**config.mk**
```make
export PLATFORM = sky130hd
export DESIGN_NAME = nss_eng
export DESIGN_NICKNAME = d
export VERILOG_FILES = /design/src/rtl/nearest_segment_search_core_defines.svh /design/src/rtl/nss_pkg.sv /design/src/rtl/nss_div.sv /design/src/rtl/nss_eng.sv
export SDC_FILE = /design/constraint.sdc
export NUM_CORES = 2
export LEC_CHECK = 0
export BUFFER_PORTS_ARGS = -buffer_cell sky130_fd_sc_hd__buf_2
export CAP_MARGIN = 15
export CORE_AREA = 2 2 354 356
export DETAILED_ROUTE_END_ITERATION = 10
export DIE_AREA = 0 0 356 358
export GPL_TIMING_DRIVEN = 0
export HOLD_SLACK_MARGIN = 0.12
export PLACE_DENSITY_LB_ADDON = 0.08
export SYNTH_ARGS = -nofsm -noshare
export SYNTH_HDL_FRONTEND = slang
export SYNTH_SLANG_ARGS = --single-unit
export TNS_END_PERCENT = 50
```
**constraint.sdc**
```tcl
create_clock -name clk -period 14.91 [get_ports clk]
set_clock_uncertainty 0.2 [all_clocks]
set_input_delay 0 -clock clk [delete_from_list [all_inputs] [get_ports clk]]
set_output_delay 0 -clock clk [all_outputs]
set_load 0.01 [all_outputs]
```
**src/rtl/nearest_segment_search_core_defines.svh**
```systemverilog
// Assertion macros shared by the RTL.
`ifndef NEAREST_SEGMENT_SEARCH_CORE_DEFINES_SVH
`define NEAREST_SEGMENT_SEARCH_CORE_DEFINES_SVH

// Same-cycle implication, checked outside reset.
`define NSS_ASSERT_NOW(label, clk, rst, ante, cons) \
  label: assert property (@(posedge clk) disable iff (rst) (ante) |-> (cons)) \
    else $error("nearest segment search: same-cycle check failed");

// Next-cycle implication, checked outside reset.
`define NSS_ASSERT_NEXT(label, clk, rst, ante, cons) \
  label: assert property (@(posedge clk) disable iff (rst) (ante) |=> (cons)) \
    else $error("nearest segment search: next-cycle check failed");

`endif

```
**src/rtl/nss_pkg.sv**
```systemverilog
package nss_pkg;

  localparam int COORD_W  = 16;
  localparam int AXIS_W   = COORD_W + 1;
  localparam int T_FRAC   = 16;
  localparam int T_W      = T_FRAC + 1;
  localparam int MUL_W    = 18;
  localparam int PROD_W   = 2 * MUL_W;
  localparam int LEN2_W   = 34;
  localparam int DOT_W    = 35;
  localparam int DIFF_W   = 18;
  localparam int DIST_W   = 36;
  localparam int OUT_D_W  = 34;
  localparam int IDX_PORT_W = 6;
  localparam int CNT_CFG_W  = 7;
  localparam int DIV_CNT_W  = $clog2(T_FRAC);
  localparam int WIDE_IDX_W = 11;

  localparam logic OP_LOAD  = 1'b0;
  localparam logic OP_QUERY = 1'b1;

  typedef struct packed {
    logic                       op;
    logic [IDX_PORT_W-1:0]      seg_index;
    logic signed [COORD_W-1:0]  head_x;
    logic signed [COORD_W-1:0]  head_y;
    logic signed [COORD_W-1:0]  head_z;
    logic signed [COORD_W-1:0]  tail_x;
    logic signed [COORD_W-1:0]  tail_y;
    logic signed [COORD_W-1:0]  tail_z;
    logic signed [COORD_W-1:0]  point_x;
    logic signed [COORD_W-1:0]  point_y;
    logic signed [COORD_W-1:0]  point_z;
  } query_t;

  typedef struct packed {
    logic [IDX_PORT_W-1:0] nearest_index;
    logic [OUT_D_W-1:0]    distance_squared;
    logic                  empty_flag;
  } result_t;

  typedef struct packed {
    logic signed [COORD_W-1:0] head_x;
    logic signed [COORD_W-1:0] head_y;
    logic signed [COORD_W-1:0] head_z;
    logic signed [COORD_W-1:0] tail_x;
    logic signed [COORD_W-1:0] tail_y;
    logic signed [COORD_W-1:0] tail_z;
  } seg_t;

  typedef struct packed {
    logic signed [COORD_W-1:0] x;
    logic signed [COORD_W-1:0] y;
    logic signed [COORD_W-1:0] z;
  } point_t;

  typedef struct packed {
    logic              done;
    logic [DIST_W-1:0] dist_sq;
  } eng_status_t;

endpackage

```
**src/rtl/nss_div.sv**
```systemverilog
module nss_div (
  input  logic                        clk,
  input  logic                        rst,
  input  logic                        start,
  input  logic [nss_pkg::LEN2_W-1:0]  dividend,
  input  logic [nss_pkg::LEN2_W-1:0]  divisor,
  output logic                        done,
  output logic [nss_pkg::T_FRAC-1:0]  quotient
);

  logic                          busy;
  logic [nss_pkg::DIV_CNT_W-1:0] cnt;
  logic [nss_pkg::LEN2_W-1:0]    rem;
  logic [nss_pkg::LEN2_W-1:0]    dsr;
  logic [nss_pkg::LEN2_W:0]      rem2;
  logic [nss_pkg::LEN2_W:0]      diff;
  logic                          qbit;

  // dividend < divisor, so each step's remainder stays below the divisor
  assign rem2 = {rem, 1'b0};
  assign diff = rem2 - {1'b0, dsr};
  assign qbit = (rem2 >= {1'b0, dsr});

  always_ff @(posedge clk) begin
    done <= 1'b0;
    if (rst) begin
      busy <= 1'b0;
      cnt  <= '0;
    end else if (start) begin
      busy     <= 1'b1;
      cnt      <= '0;
      rem      <= dividend;
      dsr      <= divisor;
      quotient <= '0;
    end else if (busy) begin
      rem      <= qbit ? diff[nss_pkg::LEN2_W-1:0] : rem2[nss_pkg::LEN2_W-1:0];
      quotient <= {quotient[nss_pkg::T_FRAC-2:0], qbit};
      cnt      <= cnt + 1'b1;
      if (cnt == nss_pkg::DIV_CNT_W'(nss_pkg::T_FRAC - 1)) begin
        busy <= 1'b0;
        done <= 1'b1;
      end
    end
  end

endmodule

```
**src/rtl/nss_eng.sv**
```systemverilog
module nss_eng (
  input  logic                 clk,
  input  logic                 rst,
  input  logic                 start,
  input  nss_pkg::seg_t        seg,
  input  nss_pkg::point_t      point,
  output nss_pkg::eng_status_t status
);

  typedef enum logic [2:0] {E_IDLE, E_DOT, E_CLASS, E_DIV, E_OFF, E_SQ} state_t;

  localparam int AW = nss_pkg::AXIS_W;
  localparam int MW = nss_pkg::MUL_W;
  localparam int RW = 20;

  state_t state;
  logic [2:0] step;

  logic signed [AW-1:0] ax, ay, az, rx, ry, rz;
  logic signed [nss_pkg::DIFF_W-1:0] dx, dy, dz;
  logic [nss_pkg::LEN2_W-1:0] len2;
  logic signed [nss_pkg::DOT_W-1:0] dot;
  logic [nss_pkg::T_W-1:0] t;
  logic [nss_pkg::DIST_W-1:0] sum;
  logic signed [nss_pkg::PROD_W-1:0] prod;

  logic signed [MW-1:0] mul_a, mul_b;
  logic signed [AW-1:0] rel_sel;
  logic                 neg;
  logic [nss_pkg::PROD_W-1:0] mag;
  logic [nss_pkg::PROD_W-1:0] rnd;
  logic signed [RW-1:0] off;
  logic signed [RW-1:0] dnew;
  logic [nss_pkg::DIST_W-1:0] sum_next;

  logic div_start, div_done;
  logic [nss_pkg::T_FRAC-1:0] quot;

  nss_div u_div (
    .clk      (clk),
    .rst      (rst),
    .start    (div_start),
    .dividend (dot[nss_pkg::LEN2_W-1:0]),
    .divisor  (len2),
    .done     (div_done),
    .quotient (quot)
  );

  always_comb begin
    mul_a = '0;
    mul_b = '0;
    if (state == E_DOT) begin
      unique case (step)
        3'd0: begin mul_a = MW'(ax); mul_b = MW'(ax); end
        3'd1: begin mul_a = MW'(ay); mul_b = MW'(ay); end
        3'd2: begin mul_a = MW'(az); mul_b = MW'(az); end
        3'd3: begin mul_a = MW'(rx); mul_b = MW'(ax); end
        3'd4: begin mul_a = MW'(ry); mul_b = MW'(ay); end
        3'd5: begin mul_a = MW'(rz); mul_b = MW'(az); end
        default: begin mul_a = '0; mul_b = '0; end
      endcase
    end else if (state == E_OFF) begin
      mul_a = $signed({1'b0, t});
      unique case (step)
        3'd0: mul_b = MW'(ax);
        3'd1: mul_b = MW'(ay);
        3'd2: mul_b = MW'(az);
        default: mul_b = '0;
      endcase
    end else if (state == E_SQ) begin
      unique case (step)
        3'd0: begin mul_a = dx; mul_b = dx; end
        3'd1: begin mul_a = dy; mul_b = dy; end
        3'd2: begin mul_a = dz; mul_b = dz; end
        default: begin mul_a = '0; mul_b = '0; end
      endcase
    end
  end

  always_comb begin
    unique case (step)
      3'd1:    rel_sel = rx;
      3'd2:    rel_sel = ry;
      default: rel_sel = rz;
    endcase
    neg  = prod[nss_pkg::PROD_W-1];
    mag  = neg ? nss_pkg::PROD_W'(-prod) : nss_pkg::PROD_W'(prod);
    rnd  = (mag + nss_pkg::PROD_W'(1 << (nss_pkg::T_FRAC - 1))) >> nss_pkg::T_FRAC;
    off  = neg ? -$signed(rnd[RW-1:0]) : $signed(rnd[RW-1:0]);
    dnew = RW'(rel_sel) - off;
    sum_next = sum + nss_pkg::DIST_W'(prod[nss_pkg::PROD_W-2:0]);
  end

  assign div_start = (state == E_CLASS) && (len2 != '0) && !dot[nss_pkg::DOT_W-1]
                     && (dot != '0) && (dot[nss_pkg::LEN2_W-1:0] < len2);

  always_ff @(posedge clk) begin
    prod        <= mul_a * mul_b;
    status.done <= 1'b0;
    if (rst) begin
      state <= E_IDLE;
      step  <= '0;
    end else begin
      unique case (state)
        E_IDLE: begin
          if (start) begin
            ax   <= AW'(seg.tail_x) - AW'(seg.head_x);
            ay   <= AW'(seg.tail_y) - AW'(seg.head_y);
            az   <= AW'(seg.tail_z) - AW'(seg.head_z);
            rx   <= AW'(point.x) - AW'(seg.head_x);
            ry   <= AW'(point.y) - AW'(seg.head_y);
            rz   <= AW'(point.z) - AW'(seg.head_z);
            len2 <= '0;
            dot  <= '0;
            step <= '0;
            state <= E_DOT;
          end
        end
        E_DOT: begin
          step <= step + 1'b1;
          if (step >= 3'd1 && step <= 3'd3) begin
            len2 <= len2 + prod[nss_pkg::LEN2_W-1:0];
          end else if (step >= 3'd4) begin
            dot <= dot + $signed(prod[nss_pkg::DOT_W-1:0]);
          end
          if (step == 3'd6) begin
            state <= E_CLASS;
          end
        end
        E_CLASS: begin
          step <= '0;
          if (len2 == '0 || dot[nss_pkg::DOT_W-1] || dot == '0) begin
            t     <= '0;
            state <= E_OFF;
          end else if (!div_start) begin
            t     <= nss_pkg::T_W'(1 << nss_pkg::T_FRAC);
            state <= E_OFF;
          end else begin
            state <= E_DIV;
          end
        end
        E_DIV: begin
          if (div_done) begin
            t     <= {1'b0, quot};
            step  <= '0;
            state <= E_OFF;
          end
        end
        E_OFF: begin
          step <= step + 1'b1;
          unique case (step)
            3'd1: dx <= dnew[nss_pkg::DIFF_W-1:0];
            3'd2: dy <= dnew[nss_pkg::DIFF_W-1:0];
            3'd3: dz <= dnew[nss_pkg::DIFF_W-1:0];
            default: ;
          endcase
          if (step == 3'd3) begin
            step  <= '0;
            sum   <= '0;
            state <= E_SQ;
          end
        end
        E_SQ: begin
          step <= step + 1'b1;
          if (step != 3'd0) begin
            sum <= sum_next;
          end
          if (step == 3'd3) begin
            status.dist_sq <= sum_next;
            status.done    <= 1'b1;
            state          <= E_IDLE;
          end
        end
        default: state <= E_IDLE;
      endcase
    end
  end

endmodule

```
## Word-level counts from Yosys, hierarchy flattened

Index checks and enable logic that the tools add are counted.

| storage, ports and cells | value |
|---|---|
| register bits | 447 |
| input bits | 147 |
| word-level logic and storage cells | 158 |

| cells by class | value |
|---|---|
| add/sub/neg operators | 16 |
| $mul | 1 |
| magnitude comparators | 5 |
| eq/ne operators | 22 |
| muxes and demuxes | 47 |
| bitwise operators | 3 |
| reductions and logical operators | 40 |

Operators with widths:

| operator | number |
|---|---|
| $mux 34 | 6 |
| $pmux 18 s3 | 3 |
| $mux 18 | 6 |
| $pmux 18 s6 | 1 |
| $mux 35 | 3 |
| $sub 16x16->17 | 6 |
| $mux 36 | 2 |
| $pmux 36 s2 | 1 |
| $pmux 35 s2 | 1 |
| $pmux 17 s2 | 2 |
| $pmux 34 s2 | 1 |
| $mux 17 | 3 |
| $mux 37 | 1 |
| $add 36x35->36 | 1 |
| $mul 18x18->36 | 1 |
| $add 35x35->35 | 1 |
| $ge 35x34->1 | 1 |
| $logic_not 35->1 | 1 |
| $reduce_bool 35->1 | 1 |
| $add 34x16->34 const B | 1 |
| $add 34x34->34 | 1 |
| $logic_not 34->1 | 1 |
| $lt 34x34->1 | 1 |
| $neg 34->34 | 1 |
| 35 further kinds | 87 |

## Longest topological paths before layout

| depth | value |
|---|---|
| depth after elaboration | 8 |
| mapped depth | 36 |
| depth with buffers taken out | 33 |

## Hierarchy

From an unflattened synthesis, not the netlist that was laid out.

| second synthesis, totals | value |
|---|---|
| cells, all modules | 4540 |
| area, all modules | 43015.0 µm² |

By module, submodules not included:

| module | times used | cells each | area an instance (µm²) | seq. area each (µm²) |
|---|---|---|---|---|
| nss_eng | 1 | 4030 | 37514.7 | 10289.9 |
| nss_div | 1 | 510 | 5500.3 | 2642.5 |

## Worst setup path before layout

No wires, ideal clock.

| path | value |
|---|---|
| path kind | register -> register |
| start | register step[1] |
| end | register prod[32] (netlist name) |
| library setup time | 0.072 ns |
| arrival time | 8.575 ns |
| data required time | 14.638 ns |
| slack | 6.063 ns |
| stages on the path, launching flop included | 35 |
| clock period less this slack | 8.847 ns |
| cells stage by stage | dfxtp_1 > inv_1 > ha_1 > nor2b_1 > clkbuf_1 > nor3_1 > or2_2 > clkbuf_1 > buf_1 > a21oi_1 > a211oi_1 > clkbuf_1 > nor2_1 > fa_1 > inv_1 > fa_1 > fa_1 > fa_1 > inv_1 > fa_1 > inv_1 > fa_1 > inv_1 > ha_1 > a21o_1 > a21o_1 > a21o_1 > a31oi_1 > a31oi_1 > o21ai_0 > a2111oi_0 > nor4_1 > o31ai_1 > a21oi_1 > xnor2_1 |

| on the way | value |
|---|---|
| longest elaborated chain between the ends | 6 |
| elaborated cells on any way between the ends | 19 |
| classes of those cells | mul (1); eq/ne (5); mux (9); reduce/logical (4) |

Ends and longest elaborated chain:

| what | line | text |
|---|---|---|
| from (decl) | nss_eng.sv:17 | `logic [2:0] step;` |
| from (signal assigned) | nss_eng.sv:120 | `step <= step + 1'b1;` |
| from (signal assigned) | nss_eng.sv:150 | `step <= step + 1'b1;` |
| from (signal assigned) | nss_eng.sv:164 | `step <= step + 1'b1;` |
| $eq 3x2->1, or another cell as far along | nss_eng.sv:53, nss_eng.sv:64, nss_eng.sv:71 |  |
| $pmux 18 s3 | nss_eng.sv:71 | `unique case (step)` |
| $mux 18 | nss_eng.sv:70 | `end else if (state == E_SQ) begin` |
| $mux 18 | nss_eng.sv:62 | `end else if (state == E_OFF) begin` |
| $mux 18 | nss_eng.sv:52 | `if (state == E_DOT) begin` |
| $mul 18x18->36 * | nss_eng.sv:98 | `prod <= mul_a * mul_b;` |
| to (signal assigned) | nss_eng.sv:98 |  |
| to (decl) | nss_eng.sv:25 | `logic signed [nss_pkg::PROD_W-1:0] prod;` |

Every way passes the cells marked *; elsewhere a longest branch is shown, timed or not.
A chain may end at the register's enable or synchronous reset.

## Worst setup path after layout

| path | value |
|---|---|
| start | register step[1] |
| end | register prod[34] (netlist name) |

The elaborated chain is that of the path after synthesis.

==> reports/metrics.yaml <==
outcome: "complete, no violations"
final.setup.tns_ns: 0
ys_top_cells_by_area: "edfxtp_1 28%, fa_1 16%, ha_1 11%"
period_share_pct: 81.0
route.detailed.drc: 0
drive_gt1_share_pct: 7.24
cts_num_sinks: 447
post_cts_buffers: 0
die_area_um2: 127000
max_slew_margin_pct: 14.2
synth-compound-area-share_pct: 15.1
area_growth_pct: 20.2
initial_core_util_pct: 34.8
clk_pin_slew_ns: 0.06
ys_seq_elements: 447
die_x_um: 356
drt_iter0_markers: 2947
finalNonFillerCells: 6897
setup_ws_ns: 2.83
timing.hold.ws_ns: 0.172
ctsResizeCount: 0
yosys_warnings: 0
postSynthAreaPerCell_um2: 9.33
ys.flop_type: "edfxtp_1"
end_kind: "flip-flop"
grt_overflow: 0
viasPerCell: 5.16
die_h_um: 358
rsz0062_at_grt: "no"
power.density_nw_per_um2: 235
synth_nets: 5476
synth_top_cell_by_area: "edfxtp_1"
critPathMaxFanout: 10
finalSetupViolCount: 0
clockRootBuffer: "clkbuf_16"
synth_seq_area_share_pct: 30.1
place_inst: 6449
core_um2: 123000
fmax_mhz: 82.8
cts_buffers: 56
startpoint_type: "flip-flop"
grt_max_degree: 65
hold_viol: 0
cts_tree: "built"
antenna_left: 0
leakage_uw: 0.0227
crit_arrival_ns: 12.40
drt-wirelength-per-cell_um: 21.5
period_minus_slack_ns: 12.08
grt_pass1_vias: 36000
io_buffers: 183
grt_first_pass_wirelength_um: 225000
regArea_um2: 12900
vias: 35600
ios: 184
multi_input_comb_area_um2: 27100
synthArstFlopShare_pct: 0
worst_slew_pin_slew_ns: 1.29
synthCells: 4605
hold_path_class: "primary input to flip-flop"
std_cell_rows: 129
dp.final_hpwl_um: 118000
critPathKind: "flip-flop to flip-flop"
final_common_cell: "inv_1"
synth_cell_types: 86
slowest_stage: "nor4_1"
antenna_found_initial: 2
dp_slack_ns: 2.75
synth_xor_area_share_pct: 4.55
htreeDepth: 2
fin_nets: 6083
power.ir.vdd_worst_mv: 0.209
hold_buffers: 341
synthAdderAreaFrac_pct: 27.0
grt_use_total_pct: 23.3
synth_edf_count: 398
crit_top_cell: "fa_1"
max_stage_delay_ns: 0.83
fillers: 12400
layout_common_cells: "677 x inv_1, 469 x nor2_1, 398 x edfxtp_1, 384 x ha_1, 368 x nand2_1"
drt-pass1-iter-count: 9
clk_latency_ns: 0.68
slew_viol_final: 0
place_congestion: 0.884
synth.cell_area_um2: 43000
synthSimpleGateAreaFrac_pct: 15.4
muxShareOfSynthArea_pct: 0.743
netlist.area_leader.share_pct: 27.8
max-cap-violations: 0
worstPathRequired_ns: 15.23
worst_path_dominant_cell_family: "adder cells"
critPathBufInv: 10
max-clock-path-buffers: 3
finalWirelength_um: 148000
finalPower_uw: 12100
synth_top_family_by_area: "adder cells"
==> cell families after synthesis <==
family                   Yosys count
multiplexers                      31
XOR/XNOR                         223
flip-flops                       447
adder cells (fa/ha/maj)          724
AO/OA/AOI/OAI                    975
buffers and inverters            800
AND/OR/NAND/NOR                 1405
==> worst register-to-register path: cells and delay by family, from the launching register on <==
family                     cells  cell delay, ns
adders and majority gates      8            3.63
AOI/OAI and AO/OA             11            3.42
buffers and inverters         10            2.30
and+or+nand+nor                5            1.59
DFF                            1            0.53
xor gates and xnor gates       1            0.25
==> cell usage after synthesis, drive strengths merged, types with 24 or more instances <==
cell type,n
inv,677
nor2,473
edfxtp,398
ha,384
nand2,368
fa,340
a21oi,253
o21ai,185
xnor2,140
a21o,105
clkbuf,102
nor3,102
nor2b,94
xor2,83
nand2b,58
a22oi,53
nand3,53
and2,50
dfxtp,49
a211oi,44
o21a,43
and3,42
a21boi,36
a222oi,34
nand4,34
a31oi,32
nor4,30
or2,27
or3,27
mux2i,24
==> per-layer routing <==
layer | part of all wire [%] | track usage, % | up-vias
met2 | 48 | 40.3 | 926
met3 | 4.1 | 2.52 | 178
li1 | - | - | 17100
met4 | 3.7 | 7.93 | 0
met5 | 0 | 0 | -
met1 | 44 | 30.3 | 17400
==> registers in the layout, summed over array words and instances (netlist names), 18 cells and up <==
name       count
u_div.dsr     34
dot           35
prod          36
dx            18
sum           36
dz            18
len2          34
u_div.rem     34
status        37
dy            18
==> power by group <==
group	switching [µW]	leakage [µW]	internal, µW
Combinational	5250	0.0177	3210
Sequential	394	0.00405	1890
Clock	604	0.000889	780
==> path summary, 6_finish.rpt <==
check | end | cells past startpoint | from | slack (ns)
worst max register to register | prod[34] | 35 | step[1] | 2.83
worst min register to register | u_div.done | 2 | u_div.cnt[2] | 0.29
worst min-delay path | u_div.busy | 4 | rst | 0.17
worst max-delay path | prod[34] | 35 | step[1] | 2.83
==> layout make-up <==
cell class	count	area share, %
diodes	1	0.00485
plain buffers	121	0.926
clock buffers	69	2.87
clock inverters	36	0.678
inverters	679	4.94
multi-input cells	3358	52.5
flip-flops and latches	447	25.0
well taps	1637	3.97
repair buffers	549	9.04
==> through the flow <==
step / util, % / area (µm²)
2_1_floorplan: - / 43000
3_3_place_gp: 37.2 / 45900
3_5_place_dp: 37.6 / 46400
4_1_cts: 41.9 / 51600
5_1_grt: 41.9 / 51600
6_report: 41.9 / 51600
(Power assumes the default switching activity.)
